**config.mk**
```make
export PLATFORM = sky130hd
export DESIGN_NAME = rv32i_integer_execute_core_unit
export DESIGN_NICKNAME = d
export VERILOG_FILES = /design/src/hw/rtl/rvxc_pkg.sv /design/src/hw/rtl/rvxc_front.sv /design/src/hw/rtl/rvxc_fifo.sv /design/src/hw/rtl/rvxc_back.sv /design/src/hw/rtl/rv32i_integer_execute_core_unit.sv
export SDC_FILE = /design/constraint.sdc
export NUM_CORES = 2
export LEC_CHECK = 0
export ABC_AREA = 1
export BUFFER_PORTS_ARGS = -buffer_cell sky130_fd_sc_hd__buf_2
export CAP_MARGIN = 20
export CORE_AREA = 2 2 522 524
export CTS_CLUSTER_DIAMETER = 40
export DETAILED_ROUTE_END_ITERATION = 8
export DIE_AREA = 0 0 524 526
export PLACE_DENSITY = 0.44
export SETUP_SLACK_MARGIN = 0.4
export SYNTH_ARGS = -nofsm -noshare
export SYNTH_HDL_FRONTEND = slang
export SYNTH_SLANG_ARGS = --single-unit
```
**constraint.sdc**
```tcl
create_clock -name clk -period 5.1 [get_ports clk]
set_input_delay 1.02 -clock clk [delete_from_list [all_inputs] [get_ports clk]]
set_output_delay 1.02 -clock clk [all_outputs]
set_load 0.01 [all_outputs]
```
**src/hw/rtl/rvxc_pkg.sv**
```systemverilog
// Shared types and opcode constants of the RV32I execute core.
package rvxc_pkg;

	localparam logic [6:0] OP_LUI    = 7'b0110111;
	localparam logic [6:0] OP_AUIPC  = 7'b0010111;
	localparam logic [6:0] OP_JAL    = 7'b1101111;
	localparam logic [6:0] OP_JALR   = 7'b1100111;
	localparam logic [6:0] OP_BRANCH = 7'b1100011;
	localparam logic [6:0] OP_ALUI   = 7'b0010011;
	localparam logic [6:0] OP_ALUR   = 7'b0110011;

	localparam logic [6:0] F7_ZERO = 7'h00;
	localparam logic [6:0] F7_ALT  = 7'h20;

	// ALU funct3
	localparam logic [2:0] F3_ADD  = 3'd0;
	localparam logic [2:0] F3_SLL  = 3'd1;
	localparam logic [2:0] F3_SLT  = 3'd2;
	localparam logic [2:0] F3_SLTU = 3'd3;
	localparam logic [2:0] F3_XOR  = 3'd4;
	localparam logic [2:0] F3_SR   = 3'd5;
	localparam logic [2:0] F3_OR   = 3'd6;
	localparam logic [2:0] F3_AND  = 3'd7;

	// branch funct3
	localparam logic [2:0] BR_EQ   = 3'd0;
	localparam logic [2:0] BR_NE   = 3'd1;
	localparam logic [2:0] BR_RSV0 = 3'd2;
	localparam logic [2:0] BR_RSV1 = 3'd3;
	localparam logic [2:0] BR_LT   = 3'd4;
	localparam logic [2:0] BR_GE   = 3'd5;
	localparam logic [2:0] BR_LTU  = 3'd6;
	localparam logic [2:0] BR_GEU  = 3'd7;

	localparam logic [2:0] JALR_F3 = 3'd0;

	localparam logic [31:0] U_MASK = 32'hFFFF_F000;

	// decoded-instruction queue
	localparam int QDEPTH = 2;

	typedef enum logic [2:0] {
		CLS_LUI,
		CLS_AUIPC,
		CLS_JAL,
		CLS_JALR,
		CLS_BRANCH,
		CLS_ALU,
		CLS_NOP
	} cls_t;

	typedef struct packed {
		cls_t        cls;
		logic [2:0]  funct3;
		logic        alt;
		logic        use_imm;
		logic [4:0]  rd;
		logic [4:0]  rs1;
		logic [4:0]  rs2;
		logic        rd_ok;
		logic        rs1_ok;
		logic        rs2_ok;
		logic [31:0] imm;
	} dec_t;

endpackage

```
**src/hw/rtl/rvxc_front.sv**
```systemverilog
// Front end: decodes and classifies one instruction word.
module rvxc_front #(
	parameter int NUM_REGS = 32
) (
	input  logic [31:0]     instr_word,
	output rvxc_pkg::dec_t  dec
);

	logic [6:0]  op;
	logic [6:0]  f7;
	logic [2:0]  f3;
	logic [4:0]  rd;
	logic [4:0]  rs1;
	logic [4:0]  rs2;
	logic [31:0] imm_i;
	logic [31:0] imm_u;
	logic [31:0] imm_j;
	logic [31:0] imm_b;

	assign op    = instr_word[6:0];
	assign rd    = instr_word[11:7];
	assign f3    = instr_word[14:12];
	assign rs1   = instr_word[19:15];
	assign rs2   = instr_word[24:20];
	assign f7    = instr_word[31:25];
	assign imm_i = {{20{instr_word[31]}}, instr_word[31:20]};
	assign imm_u = instr_word & rvxc_pkg::U_MASK;
	assign imm_j = {{11{instr_word[31]}}, instr_word[31], instr_word[19:12],
		instr_word[20], instr_word[30:21], 1'b0};
	assign imm_b = {{19{instr_word[31]}}, instr_word[31], instr_word[7],
		instr_word[30:25], instr_word[11:8], 1'b0};

	always_comb begin
		dec         = '0;
		dec.cls     = rvxc_pkg::CLS_NOP;
		dec.funct3  = f3;
		dec.rd      = rd;
		dec.rs1     = rs1;
		dec.rs2     = rs2;
		dec.rd_ok   = (rd != 5'd0) && (32'(rd) < 32'(NUM_REGS));
		dec.rs1_ok  = (rs1 != 5'd0) && (32'(rs1) < 32'(NUM_REGS));
		dec.rs2_ok  = (rs2 != 5'd0) && (32'(rs2) < 32'(NUM_REGS));
		dec.imm     = imm_i;
		unique case (op)
			rvxc_pkg::OP_LUI: begin
				dec.cls = rvxc_pkg::CLS_LUI;
				dec.imm = imm_u;
			end
			rvxc_pkg::OP_AUIPC: begin
				dec.cls = rvxc_pkg::CLS_AUIPC;
				dec.imm = imm_u;
			end
			rvxc_pkg::OP_JAL: begin
				dec.cls = rvxc_pkg::CLS_JAL;
				dec.imm = imm_j;
			end
			rvxc_pkg::OP_JALR: begin
				if (f3 == rvxc_pkg::JALR_F3) begin
					dec.cls = rvxc_pkg::CLS_JALR;
				end
			end
			rvxc_pkg::OP_BRANCH: begin
				dec.imm = imm_b;
				if (!(f3 inside {rvxc_pkg::BR_RSV0, rvxc_pkg::BR_RSV1})) begin
					dec.cls = rvxc_pkg::CLS_BRANCH;
				end
			end
			rvxc_pkg::OP_ALUI: begin
				dec.use_imm = 1'b1;
				if (f3 == rvxc_pkg::F3_SLL) begin
					if (f7 == rvxc_pkg::F7_ZERO) begin
						dec.cls = rvxc_pkg::CLS_ALU;
					end
				end else if (f3 == rvxc_pkg::F3_SR) begin
					if (f7 == rvxc_pkg::F7_ZERO || f7 == rvxc_pkg::F7_ALT) begin
						dec.cls = rvxc_pkg::CLS_ALU;
						dec.alt = (f7 == rvxc_pkg::F7_ALT);
					end
				end else begin
					dec.cls = rvxc_pkg::CLS_ALU;
				end
			end
			rvxc_pkg::OP_ALUR: begin
				if (f7 == rvxc_pkg::F7_ZERO) begin
					dec.cls = rvxc_pkg::CLS_ALU;
				end else if (f7 == rvxc_pkg::F7_ALT &&
						(f3 inside {rvxc_pkg::F3_ADD, rvxc_pkg::F3_SR})) begin
					dec.cls = rvxc_pkg::CLS_ALU;
					dec.alt = 1'b1;
				end
			end
			default: begin
				dec.cls = rvxc_pkg::CLS_NOP;
			end
		endcase
	end

endmodule

```
**src/hw/rtl/rvxc_fifo.sv**
```systemverilog
// Short queue of decoded instructions between front end and back end.
module rvxc_fifo (
	input  logic           clk,
	input  logic           arst_n,
	input  logic           push,
	input  rvxc_pkg::dec_t din,
	output logic           full,
	input  logic           pop,
	output logic           not_empty,
	output rvxc_pkg::dec_t dout
);

	localparam int PTR_W = $clog2(rvxc_pkg::QDEPTH);
	localparam int CNT_W = $clog2(rvxc_pkg::QDEPTH + 1);

	rvxc_pkg::dec_t   slot_q [rvxc_pkg::QDEPTH];
	logic [PTR_W-1:0] wr_ptr_q;
	logic [PTR_W-1:0] rd_ptr_q;
	logic [CNT_W-1:0] cnt_q;

	assign full      = (cnt_q == CNT_W'(rvxc_pkg::QDEPTH));
	assign not_empty = (cnt_q != '0);
	assign dout      = slot_q[rd_ptr_q];

	always_ff @(posedge clk) begin
		if (push) begin
			slot_q[wr_ptr_q] <= din;
		end
	end

	always_ff @(posedge clk or negedge arst_n) begin
		if (!arst_n) begin
			wr_ptr_q <= '0;
			rd_ptr_q <= '0;
			cnt_q    <= '0;
		end else begin
			if (push) begin
				wr_ptr_q <= wr_ptr_q + PTR_W'(1);
			end
			if (pop) begin
				rd_ptr_q <= rd_ptr_q + PTR_W'(1);
			end
			if (push && !pop) begin
				cnt_q <= cnt_q + CNT_W'(1);
			end else if (pop && !push) begin
				cnt_q <= cnt_q - CNT_W'(1);
			end
		end
	end

endmodule

```
**src/hw/rtl/rvxc_back.sv**
```systemverilog
// Back end: register read stage, execute stage, register file, PC, result register.
module rvxc_back #(
	parameter int NUM_REGS = 32
) (
	input  logic           clk,
	input  logic           arst_n,
	input  logic           q_valid,
	input  rvxc_pkg::dec_t q_data,
	output logic           q_pop,
	output logic           result_valid,
	input  logic           result_ready,
	output logic [31:0]    next_pc,
	output logic           wb_enable,
	output logic [4:0]     wb_index,
	output logic [31:0]    wb_value,
	output logic           branch_taken,
	output logic           unsupported
);

	localparam int IDX_W = $clog2(NUM_REGS);

	// register file: reset handled by per-entry valid bits
	logic [31:0]         rf_mem_q [NUM_REGS];
	logic [NUM_REGS-1:0] rf_vld_q;
	logic [31:0]         pc_q;

	// read stage
	rvxc_pkg::dec_t dec_s1;
	logic           vld_s1;
	logic [31:0]    rdat_a_s1;
	logic [31:0]    rdat_b_s1;
	logic           a_zero_s1;
	logic           b_zero_s1;
	logic           a_fwd_s1;
	logic           b_fwd_s1;
	logic [31:0]    fwd_s1;

	// result register
	logic        res_vld_q;
	logic [31:0] next_pc_q;
	logic        wb_enable_q;
	logic [4:0]  wb_index_q;
	logic [31:0] wb_value_q;
	logic        taken_q;
	logic        unsup_q;

	logic             fire;
	logic             load;
	logic [IDX_W-1:0] rs1_idx;
	logic [IDX_W-1:0] rs2_idx;
	logic [IDX_W-1:0] rd_idx;
	logic [31:0]      op_a;
	logic [31:0]      op_b;
	logic [31:0]      alu_b;
	logic [4:0]       sh;
	logic [31:0]      alu_res;
	logic             br_cond;
	logic [31:0]      pc4;
	logic [31:0]      nxt;
	logic [31:0]      val;
	logic             wr_cls;
	logic             taken;
	logic             wr_en;

	assign fire    = vld_s1 && (!res_vld_q || result_ready);
	assign load    = q_valid && (!vld_s1 || fire);
	assign q_pop   = load;
	assign rs1_idx = q_data.rs1[IDX_W-1:0];
	assign rs2_idx = q_data.rs2[IDX_W-1:0];
	assign rd_idx  = dec_s1.rd[IDX_W-1:0];

	assign op_a  = a_fwd_s1 ? fwd_s1 : (a_zero_s1 ? 32'd0 : rdat_a_s1);
	assign op_b  = b_fwd_s1 ? fwd_s1 : (b_zero_s1 ? 32'd0 : rdat_b_s1);
	assign alu_b = dec_s1.use_imm ? dec_s1.imm : op_b;
	assign sh    = alu_b[4:0];
	assign pc4   = pc_q + 32'd4;

	always_comb begin
		unique case (dec_s1.funct3)
			rvxc_pkg::F3_ADD:  alu_res = dec_s1.alt ? (op_a - alu_b) : (op_a + alu_b);
			rvxc_pkg::F3_SLL:  alu_res = op_a << sh;
			rvxc_pkg::F3_SLT:  alu_res = {31'd0, $signed(op_a) < $signed(alu_b)};
			rvxc_pkg::F3_SLTU: alu_res = {31'd0, op_a < alu_b};
			rvxc_pkg::F3_XOR:  alu_res = op_a ^ alu_b;
			rvxc_pkg::F3_SR:   alu_res = dec_s1.alt ? 32'($signed(op_a) >>> sh)
				: (op_a >> sh);
			rvxc_pkg::F3_OR:   alu_res = op_a | alu_b;
			rvxc_pkg::F3_AND:  alu_res = op_a & alu_b;
			default:           alu_res = '0;
		endcase
	end

	always_comb begin
		unique case (dec_s1.funct3)
			rvxc_pkg::BR_EQ:  br_cond = (op_a == op_b);
			rvxc_pkg::BR_NE:  br_cond = (op_a != op_b);
			rvxc_pkg::BR_LT:  br_cond = $signed(op_a) < $signed(op_b);
			rvxc_pkg::BR_GE:  br_cond = !($signed(op_a) < $signed(op_b));
			rvxc_pkg::BR_LTU: br_cond = (op_a < op_b);
			rvxc_pkg::BR_GEU: br_cond = (op_a >= op_b);
			default:          br_cond = 1'b0;
		endcase
	end

	always_comb begin
		nxt    = pc4;
		val    = '0;
		wr_cls = 1'b0;
		taken  = 1'b0;
		unique case (dec_s1.cls)
			rvxc_pkg::CLS_LUI: begin
				val    = dec_s1.imm;
				wr_cls = 1'b1;
			end
			rvxc_pkg::CLS_AUIPC: begin
				val    = pc_q + dec_s1.imm;
				wr_cls = 1'b1;
			end
			rvxc_pkg::CLS_JAL: begin
				val    = pc4;
				nxt    = pc_q + dec_s1.imm;
				wr_cls = 1'b1;
				taken  = 1'b1;
			end
			rvxc_pkg::CLS_JALR: begin
				val    = pc4;
				nxt    = (op_a + dec_s1.imm) & ~32'd1;
				wr_cls = 1'b1;
				taken  = 1'b1;
			end
			rvxc_pkg::CLS_BRANCH: begin
				if (br_cond) begin
					taken = 1'b1;
					nxt   = pc_q + dec_s1.imm;
				end
			end
			rvxc_pkg::CLS_ALU: begin
				val    = alu_res;
				wr_cls = 1'b1;
			end
			default: begin
				nxt = pc4;
			end
		endcase
		wr_en = fire && wr_cls && dec_s1.rd_ok;
	end

	// register file write and registered reads
	always_ff @(posedge clk) begin
		if (wr_en) begin
			rf_mem_q[rd_idx] <= val;
		end
	end

	always_ff @(posedge clk) begin
		if (load) begin
			rdat_a_s1 <= rf_mem_q[rs1_idx];
			rdat_b_s1 <= rf_mem_q[rs2_idx];
		end
	end

	// read-stage payload; bypass covers the write landing on the same edge
	always_ff @(posedge clk) begin
		if (load) begin
			dec_s1    <= q_data;
			a_zero_s1 <= !(q_data.rs1_ok && rf_vld_q[rs1_idx]);
			b_zero_s1 <= !(q_data.rs2_ok && rf_vld_q[rs2_idx]);
			a_fwd_s1  <= wr_en && q_data.rs1_ok && (q_data.rs1 == dec_s1.rd);
			b_fwd_s1  <= wr_en && q_data.rs2_ok && (q_data.rs2 == dec_s1.rd);
			fwd_s1    <= val;
		end
	end

	always_ff @(posedge clk) begin
		if (fire) begin
			next_pc_q    <= nxt;
			wb_enable_q  <= wr_en;
			wb_index_q   <= (wr_cls && dec_s1.rd_ok) ? dec_s1.rd : 5'd0;
			wb_value_q   <= (wr_cls && dec_s1.rd_ok) ? val : 32'd0;
			taken_q      <= taken;
			unsup_q      <= (dec_s1.cls == rvxc_pkg::CLS_NOP);
		end
	end

	always_ff @(posedge clk or negedge arst_n) begin
		if (!arst_n) begin
			rf_vld_q  <= '0;
			pc_q      <= '0;
			vld_s1    <= 1'b0;
			res_vld_q <= 1'b0;
		end else begin
			if (wr_en) begin
				rf_vld_q[rd_idx] <= 1'b1;
			end
			if (fire) begin
				pc_q <= nxt;
			end
			if (load) begin
				vld_s1 <= 1'b1;
			end else if (fire) begin
				vld_s1 <= 1'b0;
			end
			if (fire) begin
				res_vld_q <= 1'b1;
			end else if (result_ready) begin
				res_vld_q <= 1'b0;
			end
		end
	end

	assign result_valid = res_vld_q;
	assign next_pc      = next_pc_q;
	assign wb_enable    = wb_enable_q;
	assign wb_index     = wb_index_q;
	assign wb_value     = wb_value_q;
	assign branch_taken = taken_q;
	assign unsupported  = unsup_q;

endmodule

```
**src/hw/rtl/rv32i_integer_execute_core_unit.sv**
```systemverilog
// RV32I integer execute core: decode front end, queue, execute back end.
//
// Feeds on one 32-bit RV32I instruction word per transaction and returns one
// result transaction per word: the next PC, the register write-back (enable,
// index, value), a taken flag for jumps and taken branches, and an
// unsupported flag for loads, stores, unknown opcodes and illegal encodings,
// which retire as no-ops with PC+4. The PC is a byte address, resets to zero
// and steps by 4; the NUM_REGS-entry register file reads zero at reset and
// for x0 or any index at or above NUM_REGS. Rate: one instruction per clock
// sustained, with a new word taken every cycle while results are taken every
// cycle. An accepted word is decoded into a 2-entry queue, then passes the
// register-read stage with registered data (a bypass supplies the value
// written on the same edge), then the execute stage that updates the PC and
// register file and loads the result register, which raises result valid.
// That execute stage, where the PC and the register file both turn over
// each cycle that a result is taken, sets the throughput. A stalled result
// holds its register while up to three more words wait, one in the read
// stage and two in the queue; instr_ready drops only when the queue is full.
module rv32i_integer_execute_core_unit #(
	parameter int NUM_REGS = 32
) (
	input  logic        clk,
	input  logic        arst_n,
	input  logic        instr_valid,
	output logic        instr_ready,
	input  logic [31:0] instr_word,
	output logic        result_valid,
	input  logic        result_ready,
	output logic [31:0] next_pc,
	output logic        wb_enable,
	output logic [4:0]  wb_index,
	output logic [31:0] wb_value,
	output logic        branch_taken,
	output logic        unsupported
);

	rvxc_pkg::dec_t front_dec;
	rvxc_pkg::dec_t q_head;
	logic           q_full;
	logic           q_nempty;
	logic           q_pop;
	logic           push;

	assign instr_ready = !q_full;
	assign push        = instr_valid && instr_ready;

	rvxc_front #(
		.NUM_REGS(NUM_REGS)
	) u_front (
		.instr_word(instr_word),
		.dec       (front_dec)
	);

	rvxc_fifo u_fifo (
		.clk      (clk),
		.arst_n   (arst_n),
		.push     (push),
		.din      (front_dec),
		.full     (q_full),
		.pop      (q_pop),
		.not_empty(q_nempty),
		.dout     (q_head)
	);

	rvxc_back #(
		.NUM_REGS(NUM_REGS)
	) u_back (
		.clk         (clk),
		.arst_n      (arst_n),
		.q_valid     (q_nempty),
		.q_data      (q_head),
		.q_pop       (q_pop),
		.result_valid(result_valid),
		.result_ready(result_ready),
		.next_pc     (next_pc),
		.wb_enable   (wb_enable),
		.wb_index    (wb_index),
		.wb_value    (wb_value),
		.branch_taken(branch_taken),
		.unsupported (unsupported)
	);

endmodule

```
**Word-level counts from Yosys, hierarchy flattened**

Memories as Yosys holds them, arrays and structs flattened. A register that Yosys moved wholly into a read port is not among the register bits.
Index checks and enable logic that the tools add are counted.

- Register bits: 224
- Bits in writable memories: 1,140
- Bits of input ports: 36
- Word-level logic and storage cells: 173
- Memories kept: 2

Memories:

| memory | depth | width | read ports | clocked after memory_dff | write ports | RTL line | text |
|---|---|---|---|---|---|---|---|
| u_back.rf_mem_q | 32 | 32 | 2 | 2 | 1 | rvxc_back.sv:23 | `logic [31:0] rf_mem_q [NUM_REGS];` |
| u_fifo.slot_q | 2 | 58 | 1 | 0 | 1 | rvxc_fifo.sv:16 | `rvxc_pkg::dec_t slot_q [rvxc_pkg::QDEPTH];` |

- $add $sub $neg: 9
- $lt $le $gt $ge: 9
- Equal/unequal tests: 30
- Shift operators: 3
- Multiplexer cells: 48
- Bitwise logic cells: 4
- Reductions and logical operators: 43

Operators with widths:

| kind | number |
|---|---|
| 32-bit 2-to-1 mux | 8 |
| 32-bit case mux with 8 select lines | 1 |
| 32-bit less-than comparator | 4 |
| 32-bit case mux with 4 select lines | 1 |
| 32-bit adder | 3 |
| 32-bit case mux with 3 select lines | 1 |
| 31-bit case mux with 3 select lines | 1 |
| 32-bit OR | 2 |
| 32-bit by 3-bit adder with 32-bit output, second input constant | 1 |
| 32-bit AND | 1 |
| 32-bit equality test | 1 |
| 32-bit greater-or-equal comparator | 1 |
| 32-bit != test | 1 |
| 32-bit by 5-bit << shifter with 32-bit output | 1 |
| 32-bit by 5-bit >> shifter with 32-bit output | 1 |
| 32-bit by 5-bit >>> shifter with 32-bit output | 1 |
| 32-bit subtractor | 1 |
| 32-bit bitwise XOR | 1 |
| 3-bit equality test, second input constant | 8 |
| 7-bit by 6-bit equality test with 1-bit output, second input constant | 3 |
| 7-bit equality test, second input constant | 3 |
| 3-bit case mux with 7 select lines | 1 |
| 1-bit 2-to-1 mux | 19 |
| 3-bit by 2-bit equality test with 1-bit output, second input constant | 6 |
| 24 further kinds | 75 |

**Depth between registers and ports, before layout**

- Depth in word-level cells: 8
- Mapped depth: 29
- Gate-level depth less buffers: 26

**Hierarchy**

From an unflattened synthesis, not the netlist that was laid out.

- Cell total of the unflattened synthesis: 8,950
- Area total of the unflattened synthesis: 80,871.3 µm²

Modules (own cells, without submodules):

| module | times used | cells an instance | area each (µm²) | seq. area each (µm²) |
|---|---|---|---|---|
| rvxc_back | 1 | 8,580 | 75,626.3 | 38,947.4 |
| rvxc_fifo | 1 | 206 | 4,438.0 | 3,583.4 |
| rvxc_front | 1 | 161 | 793.3 | 0.0 |
| rv32i_integer_execute_core_unit | 1 | 3 | 13.8 | 0.0 |

**Worst setup path before layout**

OpenSTA, ideal clock, no wires.

- Path kind: input port to flip-flop
- From: input port result_ready
- To: register u_back.a_fwd_s1 (enable)
- Setup time: 498 ps
- Data arrival time: 4,154 ps
- Slack: 448 ps
- Cell stages on the path: 4
- Cell sequence: inv_1 -> nand3_1 -> o21ai_0 -> inv_1

- Word-level cells in the longest chain between the ends: 4

Ends and longest elaborated chain:

| what | RTL line | text |
|---|---|---|
| start: declaration | rv32i_integer_execute_core_unit.sv:28 | `input logic result_ready,` |
| 1-bit logical OR | rvxc_back.sv:65 | `assign fire = vld_s1 && (!res_vld_q \|\| result_ready);` |
| 1-bit logical AND | rvxc_back.sv:65 |  |
| 1-bit logical OR | rvxc_back.sv:66 | `assign load = q_valid && (!vld_s1 \|\| fire);` |
| 1-bit logical AND | rvxc_back.sv:66 |  |
| via q_pop | rv32i_integer_execute_core_unit.sv:41 | `logic q_pop;` |
| end signal: assignment | rvxc_back.sv:168 | `a_fwd_s1 <= wr_en && q_data.rs1_ok && (q_data.rs1 == dec_s1.rd);` |
| end: declaration | rvxc_back.sv:34 | `logic a_fwd_s1;` |

The timed path passes the listed nets, and every way through them passes these cells.
A chain may end at the register's enable or synchronous reset.

**Worst setup path after layout**

- From: register u_back.a_fwd_s1
- To: memory u_back.rf_mem_q[14][15], data pin

- Word-level cells in the longest chain between the ends: 5
- Elaborated cells on any way between the ends: 13
- Classes of those cells: add/sub: 2; shift: 3; mux: 5; bitwise: 3

Ends and longest elaborated chain:

| what | RTL line | text |
|---|---|---|
| 32-bit 2-to-1 mux * | rvxc_back.sv:72 | `assign op_a = a_fwd_s1 ? fwd_s1 : (a_zero_s1 ? 32'd0 : rdat_a_s1);` |
| 32-bit adder, or another cell as far along | rvxc_back.sv:80 | `rvxc_pkg::F3_ADD: alu_res = dec_s1.alt ? (op_a - alu_b) : (op_a + alu_b);` |
| 32-bit 2-to-1 mux, on equally long branches | rvxc_back.sv:80, rvxc_back.sv:85 |  |
| 32-bit case mux with 8 select lines * | rvxc_back.sv:79 | `unique case (dec_s1.funct3)` |
| 32-bit case mux with 4 select lines * | rvxc_back.sv:110 | `unique case (dec_s1.cls)` |
| via u_back.val[15] | rvxc_back.sv:60 | `logic [31:0] val;` |
| end: declaration | rvxc_back.sv:23 |  |

The timed path passes the listed nets; every way through them passes the cells marked *.

==> run_results.csv <==
group,metric,value,unit
outcome,status,"completed",
routing,wl_met2,173000,µm
cts,clockRootBuffer,"clkbuf_16",
timing,fmax,0.214,GHz
routing,met1_length,163000,µm
setup_path,path_max_fanout,33,
timing,clock-skew-final,87.2,ps
floorplan,die_w,524,µm
routing,ant_nets,0,
job,drv_cap,0,
setup_path,r2r-end,"u_back.rf_mem_q[14][15]$_DFFE_PP_",
setup_path,critPathArrivalTime,5330,ps
grt,antenna_found_initial,25,
placement,placed_cells,12500,
timing,max-slew-margin-rel,0.255,
cts,cts.clk_slew.worst_paths,50,ps
grt,grt_pass1_wl,552000,µm
yosys,ys_seq_elements,1428,
cts,ctsHtreeMaxLevel,5,
yosys,syn_area,80800,µm²
routing,vias,76400,
grt,grt_start_max_net_pins,149,
cts,numCtsBuffers,288,
setup_path,crit_chain,"nor2_4, buf_4, buf_4, a22oi_1, inv_1, ha_1, o21ai_0, a21oi_1, o21ai_1, o21bai_1, o21ai_0, or2_2, nand3_1, nand3_1, nand2_1, buf_12",
grt,track_usage,0.277,
placement,post-dp-hpwl,259000,µm
routing,wl,397000,µm
layout,fin_cells,13100,
timing,finalSetupViolCount,0,
timing,rsz0062_at_grt,"false",
cts,holdBufCountCts,0,
setup_path,cp_data_required_time,5760,ps
routing,routedWlPerCell,30.4,µm
timing,worstMarginPinSlew,1110,ps
timing,min_period,4670,ps
yosys,yosysSeqAreaShare,0.527,
yosys,yosys_warnings,0,
routing,drc,0,
yosys,synth-edff-count,1358,
routing,first_pass_iters,6,
cts,cts.sinks,1428,
grt,grt_pass1_vias,72700,
setup_path,reg2reg_depth,16,
placement,io_buffers,109,
setup_path,worst_setup_path_start_kind,"register",
setup_path,crit_buf_inv,4,
setup_path,path_depth,16,
setup_path,crit_path_end_kind,"register",
yosys,syn_nets,9285,
yosys,synth_ff_type,"edfxtp_1",
setup_path,path_class,"reg2reg",
floorplan,initial_core_util,0.299,
layout,nFillCells,27000,
routing,wl_met3,37600,µm
cts,cts_tree,"yes",
hold_path,hp-class,"in2async",
yosys,synth_cells,9053,
floorplan,core_area,270000,µm²
timing,finalCritPeriodShare,0.917,
setup_path,cpPeakStageDelay,520,ps
layout,utilization,0.363,
timing,whs,111,ps
setup_path,crit_end,"u_back.rf_mem_q[14][15]$_DFFE_PP_",
grt,grt_overflow_total,0,
setup_path,r2r_start,"u_back.a_fwd_s1$_DFFE_PP_",
timing,hold_viol_final,0,
floorplan,ios,110,
routing,routed.top_layer,"met5",
setup_path,cp_top_family,"compound AO/OA/AOI/OAI gates",
yosys,ys_types,62,
setup_path,crit_slowest_cell,"o21ai_0",
routing,vias_per_cell,5.85,
setup_path,startpoint,"u_back.a_fwd_s1$_DFFE_PP_",
routing,drt_iter0_drc,10600,
placement,place.gp.congestion,1.04,
yosys,synthArstFlopShare,0.0490,
floorplan,fp.dieArea,276000,µm²
layout,num-nets-final,9482,
timing,tns,0,ps
floorplan,die_h,526,µm
timing,maxSlewViolCount,0,
cts,clockBufferDepth,4,
setup_path,reg2reg_setup_slack,430,ps
layout,drive_above_1_share,0.123,
yosys,syn_avg_cell_area,8.92,µm²
layout,area_growth,21.3,%
floorplan,rows,191,
cts,clk_latency,910,ps
## routing by layer
| metal | up-vias | GRT usage |
|---|---|---|
| li1 | 33100 | - |
| met1 | 37700 | 0.374 |
| met2 | 4662 | 0.421 |
| met3 | 899 | 0.0521 |
| met4 | 6 | 0.145 |
| met5 | - | 0 |
## area by class of cell
class | instances | area (µm²) | share of cell area
Tap cell | 3570 | 4470 | 0.0456
Clock buffer | 343 | 7620 | 0.0778
Clock inverter | 176 | 2360 | 0.0241
Timing Repair Buffer | 518 | 4760 | 0.0486
Antenna cell | 13 | 32.5 | 0.000332
Inverter | 555 | 2140 | 0.0218
Sequential cell | 1428 | 42500 | 0.434
Multi-Input combinational cell | 6459 | 34100 | 0.348
## through the flow
step	setup slack (ps)	area, µm²
detailed placement	452	87800
floorplan	448	80800
global route	392	98000
global placement	422	87800
CTS	404	97800
finish	425	98000
## synthesized netlist by cell type (all sizes together) (5+ instances only)
cell type  number  share of area
a31oi         134          0.010
and2            7        0.00054
or2            66         0.0051
a22oi          39         0.0036
a211oi         12         0.0011
nor3           56         0.0036
nor2         1373          0.065
a21o           15         0.0014
nand3         638          0.040
o211ai         93         0.0086
nor4           14         0.0011
nand2        1419          0.067
o21bai         22         0.0020
a221oi         12         0.0013
nand3b         14         0.0013
o221ai        454          0.049
a21boi         23         0.0021
edfxtp       1358           0.50
xnor2          13         0.0014
mux2i           5        0.00062
ha            192          0.030
clkbuf        438          0.020
xor2           36         0.0039
o21a            9        0.00084
nand4          54         0.0042
inv           551          0.026
a21oi         272          0.017
o22ai         104         0.0081
dfrtp          70          0.022
o2111ai         6        0.00065
buf           174          0.011
o21ai        1362          0.085
## logic make-up after synthesis
logic type | after synthesis | share of synthesized area
xor+xnor | 49 | 0.00531
mux | 5 | 0.000620
compound gates | 2562 | 0.192
simple gates | 3646 | 0.188
flops | 1428 | 0.527
fa+ha+maj | 196 | 0.0307
buf+inv | 1167 | 0.0572
## registers in the layout (all words and copies together) (netlist names), 2 cells and up
| register | flops |
|---|---|
| u_back.next_pc | 32 |
| u_back.dec_s1 | 41 |
| u_back.wb_index | 5 |
| u_fifo.slot_q | 116 |
| u_back.fwd_s1 | 32 |
| u_back.rf_vld_q | 32 |
| u_back.rdat_a_s1 | 32 |
| u_back.rd_idx | 5 |
| u_back.rdat_b_s1 | 32 |
| u_back.wb_value | 32 |
| u_fifo.cnt_q | 2 |
| u_back.pc_q | 32 |
| u_back.rf_mem_q | 1024 |
## repair_timing
item / in CTS / in global routing
endpoints found under the setup margin: 28 / 680
cloned: 0 / 1
setup buffers: 0 / 7
pin swaps: 0 / 2
gates resized for setup: 1 / 32
## worst min path at each step
| stage | from | endpoint | slack (ps) |
|---|---|---|---|
| after floorplan | u_back.rf_vld_q[0]$_DFFE_PN0P_ | u_back.rf_vld_q[0]$_DFFE_PN0P_ | 430 |
| after global placement | u_back.rf_vld_q[14]$_DFFE_PN0P_ | u_back.rf_vld_q[14]$_DFFE_PN0P_ | 450 |
| after detailed placement | u_back.rf_vld_q[22]$_DFFE_PN0P_ | u_back.rf_vld_q[22]$_DFFE_PN0P_ | 460 |
| after CTS | arst_n | u_back.pc_q[5]$_DFFE_PN0P_ | 80 |
| after global routing | arst_n | u_back.pc_q[9]$_DFFE_PN0P_ | 130 |
| final | arst_n | u_back.pc_q[7]$_DFFE_PN0P_ | 110 |
## cells in the final DEF, fill, tap and decap left out, drive strengths merged, types with 36 or more instances in the layout
| cell | count |
|---|---|
| nor2 | 1374 |
| edfxtp | 1358 |
| a31oi | 134 |
| buf | 518 |
| nand3 | 638 |
| o211ai | 93 |
| or2 | 66 |
| o22ai | 104 |
| o221ai | 454 |
| ha | 192 |
| o21ai | 1362 |
| nor3 | 56 |
| clkbuf | 343 |
| a21oi | 272 |
| nand2 | 1419 |
| inv | 572 |
| dfrtp | 70 |
| xor2 | 36 |
| a22oi | 39 |
| clkinv | 93 |
| nand4 | 54 |
| bufinv | 40 |
Power is not shown: default switching activity piles up to over one toggle a cycle in this logic, so the estimate is an artifact.
